**src/mmpq_pkg.sv**
```systemverilog
// Shared types, constants and helpers for the MIDI message parser queue.
package mmpq_pkg;

  localparam int QUEUE_DEPTH = 16;
  localparam int PTR_W       = $clog2(QUEUE_DEPTH);
  localparam int CNT_W       = $clog2(QUEUE_DEPTH + 1);
  localparam int PEND_W      = 5;
  localparam int LOST_W      = 8;

  localparam int CQ_DEPTH    = 2;
  localparam int CQ_IDX_W    = $clog2(CQ_DEPTH);
  localparam int CQ_CNT_W    = $clog2(CQ_DEPTH + 1);

  localparam logic [7:0] SYSEX_START = 8'hF0;
  localparam logic [7:0] SYSEX_END   = 8'hF7;

  localparam logic KIND_BYTE    = 1'b0;
  localparam logic KIND_DEQUEUE = 1'b1;

  typedef struct packed {
    logic [7:0] status;
    logic [7:0] data1;
    logic [7:0] data2;
    logic [1:0] length;
  } msg_t;

  typedef enum logic [1:0] {
    OP_NONE,
    OP_PUSH,
    OP_POP
  } cmd_op_t;

  typedef struct packed {
    cmd_op_t op;
    msg_t    msg;
  } cmd_t;

  function automatic logic [1:0] status_length(input logic [7:0] b);
    logic [1:0] len;
    priority if (b < 8'h80)                len = 2'd1;
    else if (b < 8'hC0)                    len = 2'd3;
    else if (b < 8'hE0)                    len = 2'd2;
    else if (b < 8'hF0)                    len = 2'd3;
    else if (b == 8'hF1 || b == 8'hF3)     len = 2'd2;
    else if (b == 8'hF2)                   len = 2'd3;
    else                                   len = 2'd1;
    return len;
  endfunction

  function automatic logic [PTR_W-1:0] next_ptr(input logic [PTR_W-1:0] p);
    return (p == PTR_W'(QUEUE_DEPTH - 1)) ? '0 : p + 1'b1;
  endfunction

endpackage

```
**src/mmpq_if.sv**
```systemverilog
// Valid/ready channel interfaces for input items and result items.
interface mmpq_in_if;
  logic       valid;
  logic       ready;
  logic       kind;
  logic [7:0] data_byte;

  modport source(output valid, kind, data_byte, input ready);
  modport sink(input valid, kind, data_byte, output ready);
endinterface

interface mmpq_out_if;
  logic       valid;
  logic       ready;
  logic       msg_valid;
  logic [7:0] msg_status;
  logic [7:0] msg_data1;
  logic [7:0] msg_data2;
  logic [1:0] msg_length;
  logic [4:0] pending_count;
  logic [7:0] lost_count;

  modport source(output valid, msg_valid, msg_status, msg_data1, msg_data2, msg_length,
                 pending_count, lost_count, input ready);
  modport sink(input valid, msg_valid, msg_status, msg_data1, msg_data2, msg_length,
               pending_count, lost_count, output ready);
endinterface

```
**src/mmpq_front.sv**
```systemverilog
// Front end: accepts items, runs the MIDI byte parser, emits queue commands.
module mmpq_front
  import mmpq_pkg::*;
(
  input  logic         clk,
  input  logic         rst_n,
  mmpq_in_if.sink      in_chan,
  input  logic         cq_full,
  output logic         cq_push,
  output cmd_t         cq_cmd
);

  typedef enum logic [1:0] {
    PH_STATUS,
    PH_DB1,
    PH_DB2,
    PH_SYSEX
  } phase_t;

  phase_t     phase_r, phase_nxt;
  logic [7:0] status_r, status_nxt;
  logic [7:0] data1_r, data1_nxt;
  logic [1:0] length_r, length_nxt;
  logic [1:0] blen;
  logic [7:0] b;

  assign in_chan.ready = !cq_full;
  assign cq_push       = in_chan.valid && in_chan.ready;
  assign b             = in_chan.data_byte;
  assign blen          = status_length(b);

  always_comb begin
    phase_nxt  = phase_r;
    status_nxt = status_r;
    data1_nxt  = data1_r;
    length_nxt = length_r;
    cq_cmd     = '{op: OP_NONE, msg: '0};
    if (in_chan.kind == KIND_DEQUEUE) begin
      cq_cmd.op = OP_POP;
    end else begin
      unique case (phase_r)
        PH_STATUS: begin
          status_nxt = b;
          if (b == SYSEX_START) begin
            phase_nxt = PH_SYSEX;
          end else begin
            length_nxt = blen;
            if (blen > 2'd1) begin
              phase_nxt = PH_DB1;
            end else begin
              cq_cmd.op  = OP_PUSH;
              cq_cmd.msg = '{status: b, data1: 8'd0, data2: 8'd0, length: 2'd1};
            end
          end
        end
        PH_DB1: begin
          data1_nxt = b;
          if (length_r > 2'd2) begin
            phase_nxt = PH_DB2;
          end else begin
            phase_nxt  = PH_STATUS;
            cq_cmd.op  = OP_PUSH;
            cq_cmd.msg = '{status: status_r, data1: b, data2: 8'd0, length: 2'd2};
          end
        end
        PH_DB2: begin
          phase_nxt  = PH_STATUS;
          cq_cmd.op  = OP_PUSH;
          cq_cmd.msg = '{status: status_r, data1: data1_r, data2: b, length: 2'd3};
        end
        PH_SYSEX: begin
          if (b == SYSEX_END) phase_nxt = PH_STATUS;
        end
        default: phase_nxt = PH_STATUS;
      endcase
    end
  end

  always_ff @(posedge clk) begin
    if (!rst_n) begin
      phase_r  <= PH_STATUS;
      status_r <= 8'd0;
      data1_r  <= 8'd0;
      length_r <= 2'd1;
    end else if (cq_push) begin
      phase_r  <= phase_nxt;
      status_r <= status_nxt;
      data1_r  <= data1_nxt;
      length_r <= length_nxt;
    end
  end

endmodule

```
**src/mmpq_cmd_fifo.sv**
```systemverilog
// Short command queue between the parser front end and the message queue back end.
module mmpq_cmd_fifo
  import mmpq_pkg::*;
(
  input  logic clk,
  input  logic rst_n,
  input  logic push,
  input  cmd_t push_cmd,
  output logic full,
  input  logic pop,
  output cmd_t pop_cmd,
  output logic empty
);

  cmd_t                entries_r [CQ_DEPTH];
  logic [CQ_IDX_W-1:0] wr_idx_r;
  logic [CQ_IDX_W-1:0] rd_idx_r;
  logic [CQ_CNT_W-1:0] cnt_r;

  assign full    = (cnt_r == CQ_CNT_W'(CQ_DEPTH));
  assign empty   = (cnt_r == '0);
  assign pop_cmd = entries_r[rd_idx_r];

  always_ff @(posedge clk) begin
    if (push) entries_r[wr_idx_r] <= push_cmd;
  end

  always_ff @(posedge clk) begin
    if (!rst_n) begin
      wr_idx_r <= '0;
      rd_idx_r <= '0;
      cnt_r    <= '0;
    end else begin
      if (push) wr_idx_r <= wr_idx_r + 1'b1;
      if (pop)  rd_idx_r <= rd_idx_r + 1'b1;
      if (push && !pop)      cnt_r <= cnt_r + 1'b1;
      else if (pop && !push) cnt_r <= cnt_r - 1'b1;
    end
  end

endmodule

```
**src/mmpq_back.sv**
```systemverilog
// Back end: ring message queue with overflow drop, result output register.
module mmpq_back
  import mmpq_pkg::*;
(
  input  logic         clk,
  input  logic         rst_n,
  input  logic         cq_empty,
  input  cmd_t         cq_cmd,
  output logic         cq_pop,
  mmpq_out_if.source   out_chan
);

  msg_t              mem [QUEUE_DEPTH];
  msg_t              rd_msg_r;
  logic [PTR_W-1:0]  wr_ptr_r, wr_ptr_nxt;
  logic [PTR_W-1:0]  rd_ptr_r, rd_ptr_nxt;
  logic [CNT_W-1:0]  count_r, count_nxt;
  logic [LOST_W-1:0] lost_r, lost_nxt;
  logic              out_valid_r, out_valid_nxt;
  logic              hit_r, hit_nxt;
  logic              mem_we;
  logic              mem_re;

  assign cq_pop = !cq_empty && (!out_valid_r || out_chan.ready);

  always_comb begin
    wr_ptr_nxt    = wr_ptr_r;
    rd_ptr_nxt    = rd_ptr_r;
    count_nxt     = count_r;
    lost_nxt      = lost_r;
    out_valid_nxt = out_valid_r && !out_chan.ready;
    hit_nxt       = hit_r;
    mem_we        = 1'b0;
    mem_re        = 1'b0;
    if (cq_pop) begin
      out_valid_nxt = 1'b1;
      hit_nxt       = 1'b0;
      unique case (cq_cmd.op)
        OP_PUSH: begin
          mem_we     = 1'b1;
          wr_ptr_nxt = next_ptr(wr_ptr_r);
          if (count_r == CNT_W'(QUEUE_DEPTH)) begin
            rd_ptr_nxt = next_ptr(rd_ptr_r);
            lost_nxt   = lost_r + 1'b1;
          end else begin
            count_nxt = count_r + 1'b1;
          end
        end
        OP_POP: begin
          if (count_r != '0) begin
            mem_re     = 1'b1;
            hit_nxt    = 1'b1;
            rd_ptr_nxt = next_ptr(rd_ptr_r);
            count_nxt  = count_r - 1'b1;
          end
        end
        OP_NONE: ;
        default: ;
      endcase
    end
  end

  always_ff @(posedge clk) begin
    if (mem_we) mem[wr_ptr_r] <= cq_cmd.msg;
  end

  always_ff @(posedge clk) begin
    if (mem_re) rd_msg_r <= mem[rd_ptr_r];
  end

  always_ff @(posedge clk) begin
    if (!rst_n) begin
      wr_ptr_r    <= '0;
      rd_ptr_r    <= '0;
      count_r     <= '0;
      lost_r      <= '0;
      out_valid_r <= 1'b0;
      hit_r       <= 1'b0;
    end else begin
      wr_ptr_r    <= wr_ptr_nxt;
      rd_ptr_r    <= rd_ptr_nxt;
      count_r     <= count_nxt;
      lost_r      <= lost_nxt;
      out_valid_r <= out_valid_nxt;
      hit_r       <= hit_nxt;
    end
  end

  assign out_chan.valid         = out_valid_r;
  assign out_chan.msg_valid     = hit_r;
  assign out_chan.msg_status    = hit_r ? rd_msg_r.status : 8'd0;
  assign out_chan.msg_data1     = hit_r ? rd_msg_r.data1  : 8'd0;
  assign out_chan.msg_data2     = hit_r ? rd_msg_r.data2  : 8'd0;
  assign out_chan.msg_length    = hit_r ? rd_msg_r.length : 2'd0;
  assign out_chan.pending_count = PEND_W'(count_r);
  assign out_chan.lost_count    = lost_r;

endmodule

```
**src/midi_message_parser_queue_unit.sv**
```systemverilog
// Top level of the MIDI message parser with message queue.
// Accepts one item per clock: a received MIDI byte or a dequeue request, and gives
// exactly one result per item, in order. The parser is combinational and writes a
// command straight into a two-entry command queue at the accepting edge; the queue
// back end pops it when the result register is free or being taken and loads the
// result register, so each result passes through a command queue entry and then the
// result register. Sustained rate is one item per cycle while results are taken
// each cycle, as the back end then pops one command per cycle. The input stalls only
// when a result waits and the command queue has filled behind it. No clearing pass
// after reset: the block is ready straight out of reset.
module midi_message_parser_queue_unit
  import mmpq_pkg::*;
(
  input  logic        clk,
  input  logic        rst_n,
  mmpq_in_if.sink     in_chan,
  mmpq_out_if.source  out_chan
);

  logic cq_push;
  cmd_t cq_push_cmd;
  logic cq_full;
  logic cq_pop;
  cmd_t cq_pop_cmd;
  logic cq_empty;

  mmpq_front u_front (
    .clk     (clk),
    .rst_n   (rst_n),
    .in_chan (in_chan),
    .cq_full (cq_full),
    .cq_push (cq_push),
    .cq_cmd  (cq_push_cmd)
  );

  mmpq_cmd_fifo u_cmd_fifo (
    .clk      (clk),
    .rst_n    (rst_n),
    .push     (cq_push),
    .push_cmd (cq_push_cmd),
    .full     (cq_full),
    .pop      (cq_pop),
    .pop_cmd  (cq_pop_cmd),
    .empty    (cq_empty)
  );

  mmpq_back u_back (
    .clk      (clk),
    .rst_n    (rst_n),
    .cq_empty (cq_empty),
    .cq_cmd   (cq_pop_cmd),
    .cq_pop   (cq_pop),
    .out_chan (out_chan)
  );

  a_msg_has_length: assert property (@(posedge clk) disable iff (!rst_n)
    out_chan.valid && out_chan.msg_valid |-> out_chan.msg_length != 2'd0)
    else $error("dequeued message with zero length");

  a_dequeue_leaves_room: assert property (@(posedge clk) disable iff (!rst_n)
    out_chan.valid && out_chan.msg_valid |-> out_chan.pending_count < PEND_W'(QUEUE_DEPTH))
    else $error("pending count too high after dequeue");

  a_stall_has_result: assert property (@(posedge clk) disable iff (!rst_n)
    !in_chan.ready |-> out_chan.valid)
    else $error("input stalled with no result waiting");

endmodule
```
**src/flat_wrapper.sv**
```systemverilog
// flat-port wrapper written by rule: the top's interface ports become plain ports
module midi_message_parser_queue_unit_flat import mmpq_pkg::*;
  (clk, rst_n, in_chan_valid, in_chan_kind, in_chan_data_byte, in_chan_ready, out_chan_valid, out_chan_msg_valid, out_chan_msg_status, out_chan_msg_data1, out_chan_msg_data2, out_chan_msg_length, out_chan_pending_count, out_chan_lost_count, out_chan_ready);
  mmpq_in_if in_chan_i ();
  mmpq_out_if out_chan_i ();
  input  logic clk;
  input  logic rst_n;
  input wire logic [$bits(in_chan_i.valid)-1:0] in_chan_valid;
  input wire logic [$bits(in_chan_i.kind)-1:0] in_chan_kind;
  input wire logic [$bits(in_chan_i.data_byte)-1:0] in_chan_data_byte;
  output wire logic [$bits(in_chan_i.ready)-1:0] in_chan_ready;
  output wire logic [$bits(out_chan_i.valid)-1:0] out_chan_valid;
  output wire logic [$bits(out_chan_i.msg_valid)-1:0] out_chan_msg_valid;
  output wire logic [$bits(out_chan_i.msg_status)-1:0] out_chan_msg_status;
  output wire logic [$bits(out_chan_i.msg_data1)-1:0] out_chan_msg_data1;
  output wire logic [$bits(out_chan_i.msg_data2)-1:0] out_chan_msg_data2;
  output wire logic [$bits(out_chan_i.msg_length)-1:0] out_chan_msg_length;
  output wire logic [$bits(out_chan_i.pending_count)-1:0] out_chan_pending_count;
  output wire logic [$bits(out_chan_i.lost_count)-1:0] out_chan_lost_count;
  input wire logic [$bits(out_chan_i.ready)-1:0] out_chan_ready;
  assign in_chan_i.valid = in_chan_valid;
  assign in_chan_i.kind = in_chan_kind;
  assign in_chan_i.data_byte = in_chan_data_byte;
  assign in_chan_ready = in_chan_i.ready;
  assign out_chan_valid = out_chan_i.valid;
  assign out_chan_msg_valid = out_chan_i.msg_valid;
  assign out_chan_msg_status = out_chan_i.msg_status;
  assign out_chan_msg_data1 = out_chan_i.msg_data1;
  assign out_chan_msg_data2 = out_chan_i.msg_data2;
  assign out_chan_msg_length = out_chan_i.msg_length;
  assign out_chan_pending_count = out_chan_i.pending_count;
  assign out_chan_lost_count = out_chan_i.lost_count;
  assign out_chan_i.ready = out_chan_ready;
  midi_message_parser_queue_unit u_core (.clk(clk), .rst_n(rst_n), .in_chan(in_chan_i), .out_chan(out_chan_i));
endmodule
```
**config.mk**
```make
export PLATFORM = sky130hd
export DESIGN_NAME = midi_message_parser_queue_unit_flat
export DESIGN_NICKNAME = d
export VERILOG_FILES = /design/src/mmpq_pkg.sv /design/src/mmpq_if.sv /design/src/mmpq_front.sv /design/src/mmpq_cmd_fifo.sv /design/src/mmpq_back.sv /design/src/midi_message_parser_queue_unit.sv /design/src/flat_wrapper.sv
export SDC_FILE = /design/constraint.sdc
export NUM_CORES = 1
export LEC_CHECK = 0
export ABC_AREA = 1
export BUFFER_PORTS_ARGS = -buffer_cell sky130_fd_sc_hd__buf_2
export CORE_ASPECT_RATIO = 0.9
export CORE_UTILIZATION = 30
export DETAILED_ROUTE_END_ITERATION = 8
export GPL_TIMING_DRIVEN = 0
export PLACE_DENSITY = 0.52
export SLEW_MARGIN = 20
export SYNTH_ARGS = -nofsm -noshare
export SYNTH_HDL_FRONTEND = slang
export SYNTH_SLANG_ARGS = --single-unit
```
**constraint.sdc**
```tcl
create_clock -name clk -period 7.23 [get_ports clk]
set_clock_uncertainty 0.15 [all_clocks]
set_input_delay 0.723 -clock clk [delete_from_list [all_inputs] [get_ports clk]]
set_output_delay 0.723 -clock clk [all_outputs]
set_load 0.02 [all_outputs]
```
=== Yosys cells after proc, flatten, opt, wreduce, memory -nomap -nowiden ===
Memories as Yosys holds them, arrays and structs flattened. A register that Yosys moved wholly into a read port is not among the register bits.
Cells that the tools add are included.

* RAM bits: 472
* Bits in registers: 47
* Memories kept: 2
* Input bits: 13
* Output and inout bits: 42
* Word-level logic and storage cells: 120

{| class="wikitable"
|+ Memory list
! memory !! words !! bits a word !! read ports !! clocked after memory_dff !! write ports !! line !! text
|-
| u_core.u_back.mem || 16 || 26 || 1 || 1 || 1 || mmpq_back.sv:13 || <nowiki>msg_t mem [QUEUE_DEPTH];</nowiki>
|-
| u_core.u_cmd_fifo.entries_r || 2 || 28 || 1 || 1 || 1 || mmpq_cmd_fifo.sv:15 || <nowiki>cmd_t entries_r [CQ_DEPTH];</nowiki>
|}

* Reductions and logical operators: 26
* $lt $le $gt $ge: 6
* Muxes and demuxes: 43
* Equal/unequal tests: 19
* Bitwise gates (word level): 2
* $add $sub $neg: 9

{| class="wikitable"
|+ Operators by type and width
! cell !! count
|-
| 27-bit two-way mux || 3
|-
| 27-bit case mux with 3 select lines || 1
|-
| 8-bit equality test (second input constant) || 5
|-
| 8-bit less-than comparator (second input constant) || 4
|-
| 2-bit two-way mux || 14
|-
| 26-bit two-way mux || 1
|-
| 8-bit two-way mux || 3
|-
| 4-bit two-way mux || 4
|-
| 4-bit AND reduction || 4
|-
| 1-bit two-way mux || 12
|-
| 5-bit two-way mux || 2
|-
| 5-bit case mux with 2 select lines || 1
|-
| 3-bit AND reduction || 3
|-
| 4-bit by 1-bit adder with 4-bit output (second input constant) || 2
|-
| 8-bit by 1-bit adder with 8-bit output (second input constant) || 1
|-
| 2-bit equality test (second input constant) || 4
|-
| 4-bit equality test (second input constant) || 2
|-
| 2-bit inequality test (second input constant) || 4
|-
| 2-bit case mux with 4 select lines || 1
|-
| 4-bit case mux with 2 select lines || 1
|-
| 1-bit logical NOT || 6
|-
| 5-bit by 1-bit adder with 5-bit output (second input constant) || 1
|-
| 5-bit equality test (second input constant) || 1
|-
| 1-bit logical AND || 5
|-
| other kinds (14) || 20
|}

=== Depth between registers and ports, before layout ===
* Word-level depth: 12
* Depth in mapped cells: 13
* Mapped depth without buffers: 13

=== By module ===
A second synthesis with hierarchy kept.

* Cell total of the unflattened synthesis: 1873
* Area total of the unflattened synthesis: 22379.0 um2

{| class="wikitable"
|+ Modules (own cells, without submodules)
! module !! cells each !! instances !! sequential area each (um2) !! area each (um2)
|-
| mmpq_back || 1562 || 1 || 13733.2 || 18779.3
|-
| mmpq_cmd_fifo || 122 || 1 || 1781.7 || 2351.0
|-
| mmpq_front || 189 || 1 || 400.4 || 1248.7
|}

=== Worst setup path before layout ===
No wires, ideal clock.

* Path type: reg2reg
* Start point: reg with a tool-made name
* End point: mem u_core.u_back.mem[11][0] in the netlist's numbering, enable pin
* Required time: 6.671 ns
* Stages on the path, launching flop included: 9
* Library setup time: 0.409 ns
* Setup slack: 4.119 ns
* Buffers on the path: 1
* Clock period less this slack: 3.111 ns
* Data arrival time: 2.553 ns
* Cell sequence: dfxtp_1 clkbuf_1 o21ai_0 inv_1 ha_1 inv_1 nor2_4 nand3_1 nor2_1

{| class="wikitable"
|+ RTL lines
! item !! line
|-
| end: declaration || mmpq_back.sv:13
|}

=== Worst setup path after layout ===
* Start point: reg u_core.u_back.hit_r, in the netlist u_core.u_back.out_chan.msg_valid
* End point: out out_chan_msg_data1[0]

* Cells in the longest elaborated chain, start to end: 1

{| class="wikitable"
|+ RTL lines
! item !! line !! text
|-
| start: declaration || mmpq_back.sv:20 || <nowiki>logic hit_r, hit_nxt;</nowiki>
|-
| start signal: assignment || mmpq_back.sv:85 || <nowiki>hit_r <= hit_nxt;</nowiki>
|-
| 8-bit two-way mux || mmpq_back.sv:92 || <nowiki>assign out_chan.msg_data1 = hit_r ? rd_msg_r.data1 : 8'd0;</nowiki>
|-
| end: declaration || flat_wrapper.sv:15 || <nowiki>output wire logic [$bits(out_chan_i.msg_data1)-1:0] out_chan_msg_data1;</nowiki>
|}

No other way between the ends.

==> metrics.txt <==
run status=finished clean; DRT iter0 DRCs=1,375; crit start category=flop; I/O pins=55; Seq cells post-synth=546; leakage power=0.00882 µW; Worst-Skew Late Latency=0.61 ns; TritonCTS clock tree=done; max cap viols=0; Yosys Warn Count=0; hold_buf cts=0; worst-case vdd ir drop=0.184 mV; fin crit period=3.52 ns; number of post-CTS setup repair buffers=0; Die X=287 µm; initial antenna violation count=1; global-route wire length before repair=84,700 µm; Hold Slack=0.174 ns; Synth top cells by count=edfxtp_1 (498), nor2_1 (323), o21ai_0 (205); Worst Path Max Fanout=10; Port Buffers=53; Worst Path Required=6.36 ns; Worst Max-Slew Pin Slew=0.996 ns; WL per Instance=19.8 µm; HP Class=in -> reg; Layout Nets=1,923; Finished Cell Area=25,700 µm²; TritonRoute pass-1 iters=5; simple-gate share of the synthesized area=11.4%; Hold Startpoint=in_chan_kind; Post-Syn Nets=1,796; register area share after synthesis=72.6%; Critical Path End Type=output port; Core ar.=71,900 µm²; Final Max Tran Viols=0; Row Count=93; Final Hold Viols=0; Total GRT Usage=15.2%; Root Buffer=clkbuf_16; vias per cell=4.89; post-CTS sizing=0; Final Cycle Share=48.6%; CP Class=reg -> out; Final setup violation count=0; Num CTS Buffers=55; Chip Height=259 µm; # clock sinks=546; area grow syn2layout=17.2%; DRC viols=0; Power Dens Cells=351 nW/µm²; Mapped Cells=1,770; xor/xnor share of the synthesized area=0.319%; RSZ-0062 raised after global routing=false; EDFF count, synth=498; post-synth cell types=36; Synth Area in Adders=0.776%; final total negative setup slack=0 ns; main combinational cell family by area after synthesis=simple AND/OR/NAND/NOR gates; multiplexer share of the synthesized area=1.33%; number of diodes=0; Post-synth top flop=edfxtp_1; largest net degree at the start of global routing=27; post-synthesis compound-gate area fraction=10.1%; share of the synthesized area in the top cell type=68.2%; Detailed Route WL=57,200 µm; Syn Area/Cell=12.4 µm²; synth top area cells=edfxtp_1 (68%), nor2_1 (5.5%), o21ai_0 (4.7%); most common cell in the netlist=edfxtp_1; Area after DPL=23,900 µm²; Post-synth ARST share=0%; Arrival @ worst endpoint=2.64 ns; Rel. slew slack=33.4%; vias in the first global route=13,300; post-DP HPWL=40,000 µm; clock buffer depth=3; gr ovfl total=0; gpl congestion=0.806; Die ar.=74,200 µm²; CTS clk-pin slew, worst paths=0.06 ns; initial core utilization=30.5%; antenna-violating nets left=0; CP startpoint=u_core.u_back.out_chan.msg_valid; FF-to-FF setup slack=3.93 ns; maximum clock rate=284 MHz; DR vias=14,100; area leader, netlist=edfxtp_1; H-tree depth=2; filler instances=6,982; share of layout cells above drive strength 1=13.7%; Syn Std Cell Area=21,900 µm²
## per-stage QoR
stage	setup WS (ns)	utilization, %	power, µW	instances
finish	3.71	35.7	9010	2889
global route	3.42	35.7	9430	2889
CTS	3.53	35.7	9100	2889
detailed placement	3.91	33.2	6240	2790
global placement	2.44	32.5	6170	2773
floorplan	4.12	-	5370	1770
## kinds of logic (layout without fill, tap and decap cells)
group           count (synthesis)  in the layout
buf+inv                       175            344
fa+ha+maj                      13             13
flops                         546            546
simple gates                  602            602
compound gates                400            400
mux                            26             26
xor+xnor                        8              8
## power by group
group | switching (µW) | internal, µW
Sequential | 67.9 | 3900
Clock | 1200 | 1670
Combinational | 1600 | 582
## per-layer routing
metal | vias up | part of all wire [%] | track usage (%)
met5 | - | 0 | 0
met4 | 0 | 2.1 | 4.20
met3 | 73 | 5.4 | 1.98
met2 | 403 | 45 | 23.2
met1 | 7024 | 48 | 22.6
li1 | 6626 | - | -
## final timing paths
path,cells past startpoint,endpoint
setup / recovery,5,out_chan_msg_data1[0]
hold / removal,1,u_core.u_cmd_fifo.entries_r[1][27]
hold reg to reg,1,flop
setup reg to reg,9,u_core.u_back.mem[9][16]
## sequential cells by signal (all words and copies together) (netlist names), named ones only
| register | cells |
|---|---|
| u_core.u_back.out_chan.pending_count | 5 |
| u_core.u_front.data1_r | 8 |
| u_core.u_cmd_fifo.wr_idx_r | 1 |
| u_core.u_back.out_chan.lost_count | 8 |
| u_core.u_cmd_fifo.rd_idx_r | 1 |
| u_core.u_front.length_r | 2 |
| u_core.u_back.out_chan.msg_valid | 1 |
| u_core.u_back.out_chan.valid | 1 |
| u_core.u_back.mem | 416 |
| u_core.u_back.wr_ptr_r | 4 |
| u_core.u_cmd_fifo.cnt_r | 2 |
| u_core.u_cmd_fifo.entries_r | 56 |
| u_core.u_back.rd_msg_r | 26 |
| u_core.u_front.phase_r | 2 |
| u_core.u_back.rd_ptr_r | 4 |
| u_core.u_front.status_r | 8 |
## cell usage in the layout (no fill, tap or decap), types with 52 or more instances in the layout
cell | Yosys | routed
inv_1 | 67 | 65
nor2_1 | 323 | 306
nand3_1 | 79 | 79
buf_2 | 31 | 84
edfxtp_1 | 498 | 498
o211ai_1 | 52 | 52
nand2_1 | 168 | 168
clkbuf_1 | 48 | 55
o22ai_1 | 52 | 52
o21ai_0 | 205 | 205
clkbuf_16 | 0 | 55
## final cells by class
| type | instances | area (µm²) | area share (%) |
|---|---|---|---|
| Buffer | 97 | 474 | 1.85 |
| Clock buffer | 64 | 1430 | 5.56 |
| Clock inverter | 35 | 378 | 1.47 |
| Inverter | 78 | 293 | 1.14 |
| Multi-Input combinational cell | 1049 | 5380 | 20.9 |
| Sequential cell | 546 | 15900 | 61.9 |
| Tap cell | 950 | 1190 | 4.63 |
| Timing Repair Buffer | 70 | 643 | 2.50 |
## critical path, stage by stage, from the launching register on
cell and delay, ns:
dfxtp_1 0.33, clkbuf_1 0.71, clkbuf_1 0.60, nand2_1 0.13
inv_1 0.09, buf_2 0.16
Power figures use the tool's default switching activity.
